$ cat src/hdl/first_fit_bin_packer_unit_macros.svh
// Assertion macros used by the first-fit bin packer RTL.
`ifndef FIRST_FIT_BIN_PACKER_UNIT_MACROS_SVH
`define FIRST_FIT_BIN_PACKER_UNIT_MACROS_SVH

// Same-cycle implication, checked while reset is released.
`define FFBP_ASSERT_NOW(label, clk, rst_n, ante, cons) \
    label: assert property (@(posedge clk) disable iff (!(rst_n)) (ante) |-> (cons)) \
        else $error("ffbp assertion failed");

// Next-cycle implication, checked while reset is released.
`define FFBP_ASSERT_NEXT(label, clk, rst_n, ante, cons) \
    label: assert property (@(posedge clk) disable iff (!(rst_n)) (ante) |=> (cons)) \
        else $error("ffbp assertion failed");

`endif

$ cat src/hdl/ffbp_pkg.sv
// Shared types and constants for the first-fit bin packer.
`timescale 1ns / 1ps

package ffbp_pkg;

    localparam int IDX_W = 6;

    localparam logic OP_INSERT = 1'b0;
    localparam logic OP_CLEAR  = 1'b1;

    typedef struct packed {
        logic valid;
        logic clear;
        logic placed;
        logic opened;
    } tok_ctrl_t;

endpackage

$ cat src/hdl/ffbp_cell.sv
// One bin of the packer chain: holds the bin state and forwards the word in flight.
`timescale 1ns / 1ps

module ffbp_cell #(
    parameter int SIZE_WIDTH = 24,
    parameter int CELL_IDX   = 0
) (
    input  logic                              aclk,
    input  logic                              aresetn,
    input  logic [SIZE_WIDTH-1:0]             cap,
    input  ffbp_pkg::tok_ctrl_t               ctrl_in,
    input  logic [SIZE_WIDTH-1:0]             size_in,
    input  logic [ffbp_pkg::IDX_W-1:0]        idx_in,
    input  logic signed [SIZE_WIDTH:0]        rem_in,
    output ffbp_pkg::tok_ctrl_t               ctrl_out,
    output logic [SIZE_WIDTH-1:0]             size_out,
    output logic [ffbp_pkg::IDX_W-1:0]        idx_out,
    output logic signed [SIZE_WIDTH:0]        rem_out
);

    localparam logic [ffbp_pkg::IDX_W-1:0] MY_IDX = CELL_IDX[ffbp_pkg::IDX_W-1:0];

    logic                           open_reg,  open_next;
    logic signed [SIZE_WIDTH:0]     bin_reg,   bin_next;
    ffbp_pkg::tok_ctrl_t            ctrl_reg,  ctrl_next;
    logic [SIZE_WIDTH-1:0]          size_reg;
    logic [ffbp_pkg::IDX_W-1:0]     idx_reg,   idx_next;
    logic signed [SIZE_WIDTH:0]     rem_reg,   rem_next;

    logic signed [SIZE_WIDTH:0]     size_ext;
    logic signed [SIZE_WIDTH:0]     cap_ext;
    logic signed [SIZE_WIDTH:0]     bin_less;
    logic signed [SIZE_WIDTH:0]     cap_less;
    logic                           fits;

    assign size_ext = signed'({1'b0, size_in});
    assign cap_ext  = signed'({1'b0, cap});
    assign bin_less = bin_reg - size_ext;
    assign cap_less = cap_ext - size_ext;
    assign fits     = open_reg && (bin_reg >= size_ext);

    always_comb begin
        open_next = open_reg;
        bin_next  = bin_reg;
        ctrl_next = ctrl_in;
        idx_next  = idx_in;
        rem_next  = rem_in;
        if (ctrl_in.valid) begin
            if (ctrl_in.clear) begin
                open_next = 1'b0;
            end else if (!ctrl_in.placed) begin
                if (fits) begin
                    bin_next         = bin_less;
                    ctrl_next.placed = 1'b1;
                    idx_next         = MY_IDX;
                    rem_next         = bin_less;
                end else if (!open_reg) begin
                    open_next        = 1'b1;
                    bin_next         = cap_less;
                    ctrl_next.placed = 1'b1;
                    ctrl_next.opened = 1'b1;
                    idx_next         = MY_IDX;
                    rem_next         = cap_less;
                end
            end
        end
    end

    always_ff @(posedge aclk) begin
        if (!aresetn) begin
            open_reg       <= 1'b0;
            ctrl_reg.valid <= 1'b0;
        end else begin
            open_reg       <= open_next;
            ctrl_reg.valid <= ctrl_next.valid;
        end
        bin_reg         <= bin_next;
        ctrl_reg.clear  <= ctrl_next.clear;
        ctrl_reg.placed <= ctrl_next.placed;
        ctrl_reg.opened <= ctrl_next.opened;
        size_reg        <= size_in;
        idx_reg         <= idx_next;
        rem_reg         <= rem_next;
    end

    assign ctrl_out = ctrl_reg;
    assign size_out = size_reg;
    assign idx_out  = idx_reg;
    assign rem_out  = rem_reg;

endmodule

$ cat config.mk
export PLATFORM = sky130hd
export DESIGN_NAME = ffbp_cell
export DESIGN_NICKNAME = d
export VERILOG_FILES = /design/src/hdl/first_fit_bin_packer_unit_macros.svh /design/src/hdl/ffbp_pkg.sv /design/src/hdl/ffbp_cell.sv
export SDC_FILE = /design/constraint.sdc
export NUM_CORES = 1
export LEC_CHECK = 0
export ABC_AREA = 1
export BUFFER_PORTS_ARGS = -buffer_cell sky130_fd_sc_hd__buf_2
export CAP_MARGIN = 5
export CORE_MARGIN = 4
export CORE_UTILIZATION = 45
export DETAILED_ROUTE_END_ITERATION = 10
export PLACE_DENSITY = 0.77
export SYNTH_ARGS = -nofsm -noshare
export SYNTH_HDL_FRONTEND = slang
export SYNTH_SLANG_ARGS = --single-unit
export TNS_END_PERCENT = 100
$ cat constraint.sdc
create_clock -name aclk -period 2.8 [get_ports aclk]
set_input_delay 0.14 -clock aclk [delete_from_list [all_inputs] [get_ports aclk]]
set_output_delay 0.14 -clock aclk [all_outputs]
set_load 0.01 [all_outputs]
After elaboration in Yosys (flattened, before gate mapping)
Cells that the tools add are included.

word-level totals
  bits in latches = 0
  output and inout port bits = 59
  logic and storage cells = 41
  memories = 0
  memory bits (read-only) = 0
  input bits = 85
  RAM bits = 0
  register bits = 85

cells by class
  multiplexer cells = 21
  div/mod/pow operators = 0
  $lt $le $gt $ge = 1
  $add $sub $neg = 2
  eq/ne operators = 3
  reductions and logical operators = 3
  bitwise gates (word level) = 2
  shift operators = 0
  multipliers = 0

operator list
  kind                number
  $mux 25             7
  $mux 6              5
  $ge 25x25->1        1
  $sub 24x24->25      1
  $sub 25x25->25      1
  $mux 2              4
  $mux 1              5
  $ne 2x1->1 const B  2
  $reduce_and 4->1    1
  $reduce_and 3->1    1
  $ne 2x2->1 const B  1
  $not 1->1           2
  $logic_and 1x1->1   1

Depth between registers and ports, before layout
Gate-level depths: netlist of run 1.

  word-level depth = 6
  mapped depth = 18
  mapped depth without buffers = 17

Worst setup path before layout of run 1
Ideal clock, no wire load.

  path kind = reg2reg
  start point = register bin_reg[20]
  end point = register bin_reg[0] (enable)
  stages on the path, launching flop included = 14
  period minus slack after synthesis = 2.538 ns
  setup time = 0.384 ns
  data arrival time = 2.154 ns
  required time = 2.416 ns
  buffers on the path = 0
  path slack = 0.262 ns
  path through = edfxtp_1 ha_1 nand2_1 inv_1 nand2_1 nor2_1 nand2_1 nor2_1 nor2_1 nand3_2 nand2_2 nand2_2 nand2_2 inv_1

on the way
  longest elaborated chain between the ends = 4

ends and longest elaborated chain
  element                            line             source
  start: declaration                 ffbp_cell.sv:24  logic signed [SIZE_WIDTH:0] bin_reg, bin_next;
  start signal: assignment           ffbp_cell.sv:77  bin_reg <= bin_next;
  $ge 25x25->1                       ffbp_cell.sv:40  assign fits = open_reg && (bin_reg >= size_ext);
  $logic_and 1x1->1                  ffbp_cell.sv:40
  $ne 2x1->1 (no source line)        -
  $reduce_and 4->1 (no source line)  -

No other way between the ends.
A chain may end at the register's enable or synchronous reset.

Worst setup path after layout of run 1
  start point = input port size_in[16]
  end point = register bin_reg[9], data pin

on the way
  longest elaborated chain between the ends = 3

ends and longest elaborated chain
  element             line             source
  start: declaration  ffbp_cell.sv:12  input logic [SIZE_WIDTH-1:0] size_in,
  $ge 25x25->1        ffbp_cell.sv:40
  $logic_and 1x1->1   ffbp_cell.sv:40
  $mux 25             ffbp_cell.sv:52  if (fits) begin

No other way between the ends.

==> results.tsv, run 1 <==
metric	value	unit
outcome	finished, final reports clean	
rsz0062_at_grt	false	
fin_crit_sh	93.6	%
max_slew_margin	60.5	%
path_cells	dlygate4sd3_1 > buf_2 > inv_1 > ha_1 > a21oi_1 > o21a_1 > nand2_1 > nand2_1 > nand3_2 > nand3_2 > clkinv_2 > buf_12 > nand2_1 > o21ai_0	
synth_nets	1123	
hold_ws	11.5	ps
die_y	127	µm
vias_per_cell	4.95	
critPathTopFamily	buffers and inverters	
setup_violations	0	
grt_pass1_vias	6375	
cp.required	2880	ps
initial_utilization	45.8	%
max_freq	382	MHz
drive_gt1_share	16.7	%
grt_pass1_wl	32400	µm
setup_slack	179	ps
vias	6765	
antenna_found_initial	0	
h-tree-depth	3	
grtUsageTotal	25.9	%
worstMarginPinSlew	593	ps
drcViolationCount	0	
arrival	2700	ps
instances_no_fill	1368	
synthDistinctLibCells	36	
min_path_type	in2reg	
ys_warn_count	0	
syn_inst	988	
hold_violations	0	
clockBufferDepth	2	
n_fill_cell	1378	
crit_type	in2reg	
slowest_stage	dlygate4sd3_1	
grt_overflow	0	
setup_tns	0	ps
yosysSeqAreaShare	30.8	%
worstSetupEndpointType	flop	
utilization	58.2	%
yosysTopAreaCellShare	19.6	%
placedCellCount	1312	
slew_violations	0	
clkLatencyLatePin	350	ps
post-cts-setup-buffers	0	
cts_tree	done	
hpwl	17000	µm
cts.sinks	85	
cts_root_buf	clkbuf_16	
drt_wl_total	21000	µm
pin_count	144	
rows	43	
die_w	127	µm
critPathBufInv	5	
fin_crit	2620	ps
p_leak	4.48	nW
cts_buffers	9	
synth_top_area_cell	nand2_1	
drv_cap	0	
multiInputGateArea	0.00366	mm²
io_buffers	143	
powerDensity	462	mW/mm²
coreArea	0.0138	mm²
crit_path_start_kind	input port	
grt_max_degree	32	
fin_skew	7.42	ps
peakVddDrop	0.000269	V
synth_area_leaders	nand2_1 20%, dfxtp_1 19%, edfxtp_1 12%	
drtIter0Drc	528	
avgSynthCellArea	6.41	µm²
critPathMaxFanout	30	
dieArea	0.0160	mm²
wl_per_cell	15.4	µm
syn2layout_area_growth	27.2	%
dp_slack	176	ps
slowest_delay	540	ps
path_common_cell	nand2_1	
fin_nets	1317	
final_antenna_net_count	0	
clk_pin_slew	70	ps
synth-seq-cells	85	
synth_area	0.00633	mm²
drt-pass1-iter-count	5	
regArea	0.00195	mm²
gp_congestion	0.958	
[per-layer routing]
| metal | GRT usage [%] | up-vias | share of wire (%) |
|---|---|---|---|
| li1 | - | 3485 | - |
| met1 | 35.7 | 3014 | 46 |
| met2 | 41.7 | 239 | 46 |
| met3 | 4.04 | 27 | 6.7 |
| met4 | 8.33 | 0 | 2.1 |
| met5 | 0 | - | 0 |
[worst paths after layout]
check | start | endpoint | slack [ps] | cells after the start
hold reg to reg | open_reg | rem_out[18] | 780 | 4
setup reg to reg | bin_reg[22] | rem_out[16] | 280 | 17
setup / recovery | size_in[16] | bin_reg[9] | 180 | 14
hold / removal | rem_in[13] | rem_out[13] | 10 | 3
[synth_stat cells]
library cell,instances
nand3_2,2
nor2_2,2
nor3_1,7
nand3_1,58
nand2_2,3
or2_2,8
ha_1,48
xor2_1,14
inv_1,186
buf_2,1
clkinv_2,1
nor4_1,2
edfxtp_1,25
dfxtp_1,60
o21bai_1,8
xnor2_1,12
o21a_1,1
nand4_1,12
a21oi_1,43
clkbuf_2,1
o21ai_1,11
buf_6,3
a21oi_2,1
o21ai_0,40
fa_1,2
buf_4,1
clkbuf_1,2
o22ai_1,9
nor2_1,77
a31oi_1,1
nand3b_1,5
nand2_1,331
a21o_1,2
buf_1,3
inv_2,3
and2_1,3
[stage by stage]
stage                     total power, mW  cell area, µm²
after global placement               2.50            7320
after detailed placement             2.50            7320
after CTS                            3.72            7980
final                                3.72            8050
after floorplan                      2.13            6330
after global routing                 3.94            8050
[worst register-to-register path: cells and delay by family, from the launching register on]
kind,cells,cell delay (ps)
flip-flops,1,400
adder cells (fa/ha/maj),1,400
AND/OR/NAND/NOR,13,1280
buffers and inverters,3,340
[layout by cell type, fill, tap and decap left out, drive strengths merged]
master         n
nand2        334
inv          193
buf          155
nor2          79
dfxtp         60
nand3         60
o21ai         51
ha            48
a21oi         44
dlygate4sd3   39
edfxtp        25
xor2          14
nand4         12
xnor2         12
o22ai          9
clkbuf         9
or2            8
o21bai         8
nor3           7
nand3b         5
clkinv         4
and2           3
a21o           2
nor4           2
fa             2
diode          1
o21a           1
a31oi          1
[final cells by class]
type                       count  share of cell area, %
sequential                    85                   24.2
inverter                     190                   8.87
timing repair buffer         194                   15.2
antenna                        1                 0.0311
clock inverter                 7                  0.699
multi-input combinational    702                   45.4
tap                          180                   2.80
clock buffer                   9                   2.80
[cells by family (layout without fill, tap and decap cells)]
kind of cell	after synthesis	count (layout)	share of synthesized area, %
AND/OR/NAND/NOR	510	510	33.2
buffers and inverters	201	400	12.4
AO/OA/AOI/OAI	116	116	9.86
flip-flops	85	85	30.8
adder cells (fa/ha/maj)	50	50	10.1
XOR/XNOR	26	26	3.60
other	0	1	0
[report_power, final]
part           total, mW  leakage [nW]  switching (mW)  internal (mW)
registers           1.39         0.735          0.0233           1.36
logic               1.17          3.60           0.721          0.446
clock network       1.17         0.141           0.552          0.614
total               3.72          4.48            1.30           2.43
[what timing repair did]
item                                   in CTS  in global routing
endpoints found under the hold margin      38                  1
hold buffers                               38                  1
setup endpoints to repair                   0                 40
gates resized for setup                     0                  8
(Power assumes the default switching activity.)
==> inputs of run 2 (changes only) <==
CORE_UTILIZATION = 55   (was 45)
PLACE_DENSITY = 0.9   (was 0.77)
==> run 2 against run 1 <==
Effect of this change: sequential power about the same; highest routed layer unchanged; sequential cell count unchanged; utilization grew 14 points; die area decreased by 17%; global-route usage rose by 7.2 points; via count increased by 5.3%; critical endpoint is now bin_reg[17]; power up 0.77%; worst setup slack got worse by 69 ps; hold slack worse by 5.5 ps; final cell count down 3.3%; clock skew up 3.7 ps.
==> results.tsv, run 2 (synthesis gave the netlist of run 1 again) <==
metric	value	unit
min_from	rem_in[10]	
reg2reg_depth	14	
drcViolationCount	0	
peakVddDrop	0.000318	V
grtUsageTotal	33.1	%
crit_type	in2reg	
holdPathStages	3	
critPathTopFamily	buffers and inverters	
initial_utilization	57.4	%
pin_count	144	
vias	7126	
grt_pass1_vias	6884	
critPathBufInv	6	
max_slew_margin	68.7	%
wl_per_cell	16.5	µm
worstSetupEndpointType	flop	
antenna_found_initial	0	
drt_wl_total	21800	µm
clk_pin_slew	70	ps
rows	38	
dp_slack	259	ps
clkLatencyLatePin	360	ps
worstReg2RegEnd	bin_reg[17]	
rsz0062_at_grt	false	
critPathMaxFanout	31	
cp.required	2850	ps
multiInputGateArea	0.00363	mm²
slew_violations	0	
die_w	115	µm
final_common_cell	nand2_1	
p_leak	4.45	nW
crit_path_start_kind	input port	
instances_no_fill	1323	
outcome	finished, final reports clean	
coreArea	0.0110	mm²
slowest_stage	dlygate4sd3_1	
hold_end	rem_out[10]	
placedCellCount	1270	
drtIter0Drc	765	
setup_slack	110	ps
slowest_delay	560	ps
clockBufferDepth	2	
drive_gt1_share	16.2	%
cts.sinks	85	
post-cts-setup-buffers	0	
hold_violations	0	
gp_congestion	1.00	
fin_skew	11.1	ps
hpwl	17100	µm
fin_crit_sh	96.1	%
h-tree-depth	3	
powerDensity	473	mW/mm²
min_path_type	in2reg	
final_antenna_net_count	0	
placed_area	0.00724	mm²
vias_per_cell	5.39	
io_buffers	143	
grt_overflow	0	
regToRegSetupSlack	250	ps
final_area	0.00793	mm²
grt_max_degree	36	
fin_crit	2690	ps
fin_nets	1313	
cts_root_buf	clkbuf_16	
rr_startpoint	bin_reg[21]	
syn2layout_area_growth	25.3	%
regArea	0.00195	mm²
dieArea	0.0133	mm²
cts_tree	done	
arrival	2740	ps
n_fill_cell	902	
worstMarginPinSlew	468	ps
drv_cap	0	
cts_buffers	9	
antenna_cells	0	
setup_violations	0	
drt-pass1-iter-count	5	
die_y	115	µm
path_cells	dlygate4sd3_1 > buf_2 > inv_1 > ha_1 > nand2_1 > inv_1 > nand2_1 > nor2_1 > nand2_1 > nor2_1 > nor2_1 > nand3_2 > nand2_4 > nand2_2 > nand2_2 > inv_1 > buf_12	
max_freq	372	MHz
grt_pass1_wl	34100	µm
setup_tns	0	ps
final_cell_mix	331 x nand2_1, 186 x inv_1, 143 x buf_2	
==> run 2: cell types whose count changed in the layout (fill, tap and decap cells not counted), moves of 2 or more <==
cell           change
buf_4              -2
clkinv_4           -2
clkinvlp_4         +3
dlygate4sd3_1      -2
ha_1               +3
ha_4               -2
inv_4              -2
==> run 2: final cells by class <==
cell class	count	area share, %
clock buffer	10	2.89
clock inverter	6	0.615
inverter	190	9.05
multi-input combinational	702	45.8
sequential	85	24.6
tap	140	2.21
timing repair buffer	190	14.8
==> run 2: what timing repair did <==
action,CTS,global route
endpoints found under the setup margin,0,69
endpoints found under the hold margin,37,0
gates resized for setup,0,9
hold buffers,37,0
==> run 2: per-stage QoR <==
stage          power (mW)  hold slack (ps)  utilization, %
2_1_floorplan        2.13              168               -
3_3_place_gp         2.49              256            65.6
3_5_place_dp         2.50              257            65.6
4_1_cts              3.70             6.97            71.5
5_1_grt              3.94             18.4            71.9
6_report             3.75             5.97            71.9
==> run 2: routing by layer <==
metal | part of all wire, % | vias to the layer above | GRT usage [%]
li1 | - | 3472 | -
met1 | 40 | 3158 | 41.9
met4 | 3.9 | 0 | 14.1
met2 | 45 | 435 | 52.6
met5 | 0 | - | 0
met3 | 11 | 61 | 10.0
==> run 2: how the worst max path moves through the flow <==
stage | start | to | slack, ps | cells after the start
floorplan | bin_reg[20] | bin_reg[0] | 260 | 13
global placement | bin_reg[17] | rem_out[16] | 240 | 15
detailed placement | bin_reg[18] | bin_reg[23] | 260 | 12
CTS | size_in[17] | bin_reg[17] | 90 | 15
global route | size_in[21] | bin_reg[17] | 4 | 17
finish | size_in[21] | bin_reg[17] | 110 | 17
==> run 2: worst reg2reg max path: stages, from the launching register on <==
cell and delay, ps:
edfxtp_1 410, ha_1 390, nand2_1 100, inv_1 80
nand2_1 70, nor2_1 180, nand2_1 80, nor2_1 90
nor2_1 60, nand3_2 120, nand2_4 140, nand2_2 130
nand2_2 60, inv_1 110, buf_12 200
==> run 2: report_power, final <==
part | internal [mW] | switching [mW]
combinational | 0.442 | 0.743
sequential | 1.36 | 0.0234
clock | 0.611 | 0.567
==> inputs of run 3 (changes only) <==
==> constraint.sdc (replaced) <==
create_clock -name aclk -period 2.8 [get_ports aclk]
set_input_delay 0.56 -clock aclk [delete_from_list [all_inputs] [get_ports aclk]]
set_output_delay 0.56 -clock aclk [all_outputs]
set_load 0.01 [all_outputs]
==> run 3 against run 2 <==
Effect of this change: register-to-register slack improved by 40 ps; die area unchanged; utilization down 2.6 points; via count fell by 3.6%; clock power is 13% higher; maximum frequency increased by 7.2%; critical endpoint is now bin_reg[19]; largest cell class unchanged.
==> results.tsv, run 3 (synthesis gave the netlist of run 1 again) <==
metric	value	unit
outcome	finished, final reports clean	
worstMarginPinSlew	722	ps
gp_congestion	0.958	
hpwl	17000	µm
hold_violations	0	
vias	6871	
fin_crit_sh	89.6	%
setup_tns	0	ps
dieArea	0.0133	mm²
cts_root_buf	clkbuf_16	
arrival	2610	ps
multiInputGateArea	0.00359	mm²
fin_nets	1286	
fin_crit	2510	ps
clk_pin_slew	70	ps
coreArea	0.0110	mm²
clockBufferDepth	2	
vias_per_cell	5.30	
netSwitchingFraction	33.4	%
n_fill_cell	983	
fin_skew	11.6	ps
drt_wl_total	20500	µm
grt_max_degree	32	
pin_count	144	
holdPathStages	1	
antenna_cells	0	
min_path_type	in2reg	
clockPowerShare	34.6	%
io_buffers	143	
wl_per_cell	15.8	µm
final_cell_mix	331 x nand2_1, 186 x inv_1, 143 x buf_2	
worstReg2RegEnd	bin_reg[19]	
syn2layout_area_growth	20.8	%
power_frac_comb	29.4	%
cts_tree	done	
grtUsageTotal	31.0	%
slew_violations	0	
rows	38	
instances_no_fill	1296	
regToRegSetupSlack	290	ps
regArea	0.00195	mm²
placedCellCount	1280	
crit_path_start_kind	flop	
hold_end	size_out[23]	
min_from	size_in[23]	
internal-power	2.57	mW
max_freq	399	MHz
seq_power_share	36.1	%
antenna_found_initial	1	
setup_violations	0	
rr_startpoint	bin_reg[8]	
rsz0062_at_grt	false	
cts.sinks	85	
max_slew_margin	51.8	%
worstSetupEndpointType	flop	
p_sw	1.29	mW
drv_cap	0	
post-cts-setup-buffers	0	
reg2reg_depth	10	
grt_pass1_wl	31600	µm
drtIter0Drc	620	
final_antenna_net_count	0	
peakVddDrop	0.000527	V
cts_resized	0	
h-tree-depth	3	
drcViolationCount	0	
drt-pass1-iter-count	6	
placed_area	0.00733	mm²
grt_overflow	0	
critPathMaxFanout	4	
crit_type	reg2reg	
hold_buffers	0	
powerDensity	505	mW/mm²
setup_slack	292	ps
grt_pass1_vias	6600	
utilization	69.4	%
die_y	115	µm
final_area	0.00765	mm²
cts_buffers	9	
clkLatencyLatePin	360	ps
cp.required	2900	ps
hold_ws	316	ps
drive_gt1_share	17.1	%
final_common_cell	nand2_1	
die_w	115	µm
initial_utilization	57.4	%
power	3.86	mW
p_leak	4.36	nW
dp_slack	7.25	ps
==> run 3: changes by cell type in the layout (fill, tap and decap cells not counted), moves of 2 or more <==
cell           delta
dlygate4sd3_1    -37
ha_1              +2
buf_4            +10
ha_4              -2
bufinv_16         +2
clkinvlp_4        -2
==> run 3: worst max-delay path, stage by stage, from the launching register on <==
cell	delay, ps
edfxtp_1	410
ha_1	370
nand2_1	120
nor2_1	220
inv_1	140
nor3_1	300
nand3_1	200
nand4_1	140
nand2_1	100
nand2_1	160
nand2_1	90
==> run 3: worst max-delay path by stage <==
| stage | startpoint | endpoint | slack (ps) | depth (start not counted) |
|---|---|---|---|---|
| after floorplan | size_in[20] | bin_reg[0] | 20 | 14 |
| after global placement | size_in[0] | bin_reg[16] | 60 | 11 |
| after detailed placement | size_in[0] | bin_reg[10] | 7 | 11 |
| after CTS | bin_reg[0] | bin_reg[10] | 330 | 11 |
| after global routing | bin_reg[0] | bin_reg[16] | 70 | 11 |
| final | bin_reg[8] | bin_reg[19] | 290 | 10 |
==> run 3: final cells by class <==
class                   count  area share (%)
well taps                 140            2.29
inverters                 190            9.34
flip-flops and latches     85            25.5
multi-input cells         702            47.0
clock inverters             6            1.23
repair buffers            163            11.6
clock buffers              10            2.99
==> run 3: metal layers <==
metal / vias up / global-route usage, % / wire [µm]
met5: - / 0 / 10
met4: 2 / 11.3 / 694
met3: 58 / 9.42 / 2150
met2: 345 / 48.9 / 9040
met1: 3034 / 40.2 / 8580
li1: 3432 / - / -
==> run 3: power groups by stage <==
| stage | Combinational [mW] | Sequential (mW) | Clock (mW) |
|---|---|---|---|
| floorplan | 0.689 | 1.45 | 0 |
| global placement | 1.08 | 1.42 | 0 |
| detailed placement | 1.10 | 1.42 | 0 |
| CTS | 1.11 | 1.39 | 1.35 |
| global route | 1.25 | 1.40 | 1.40 |
| finish | 1.13 | 1.39 | 1.33 |
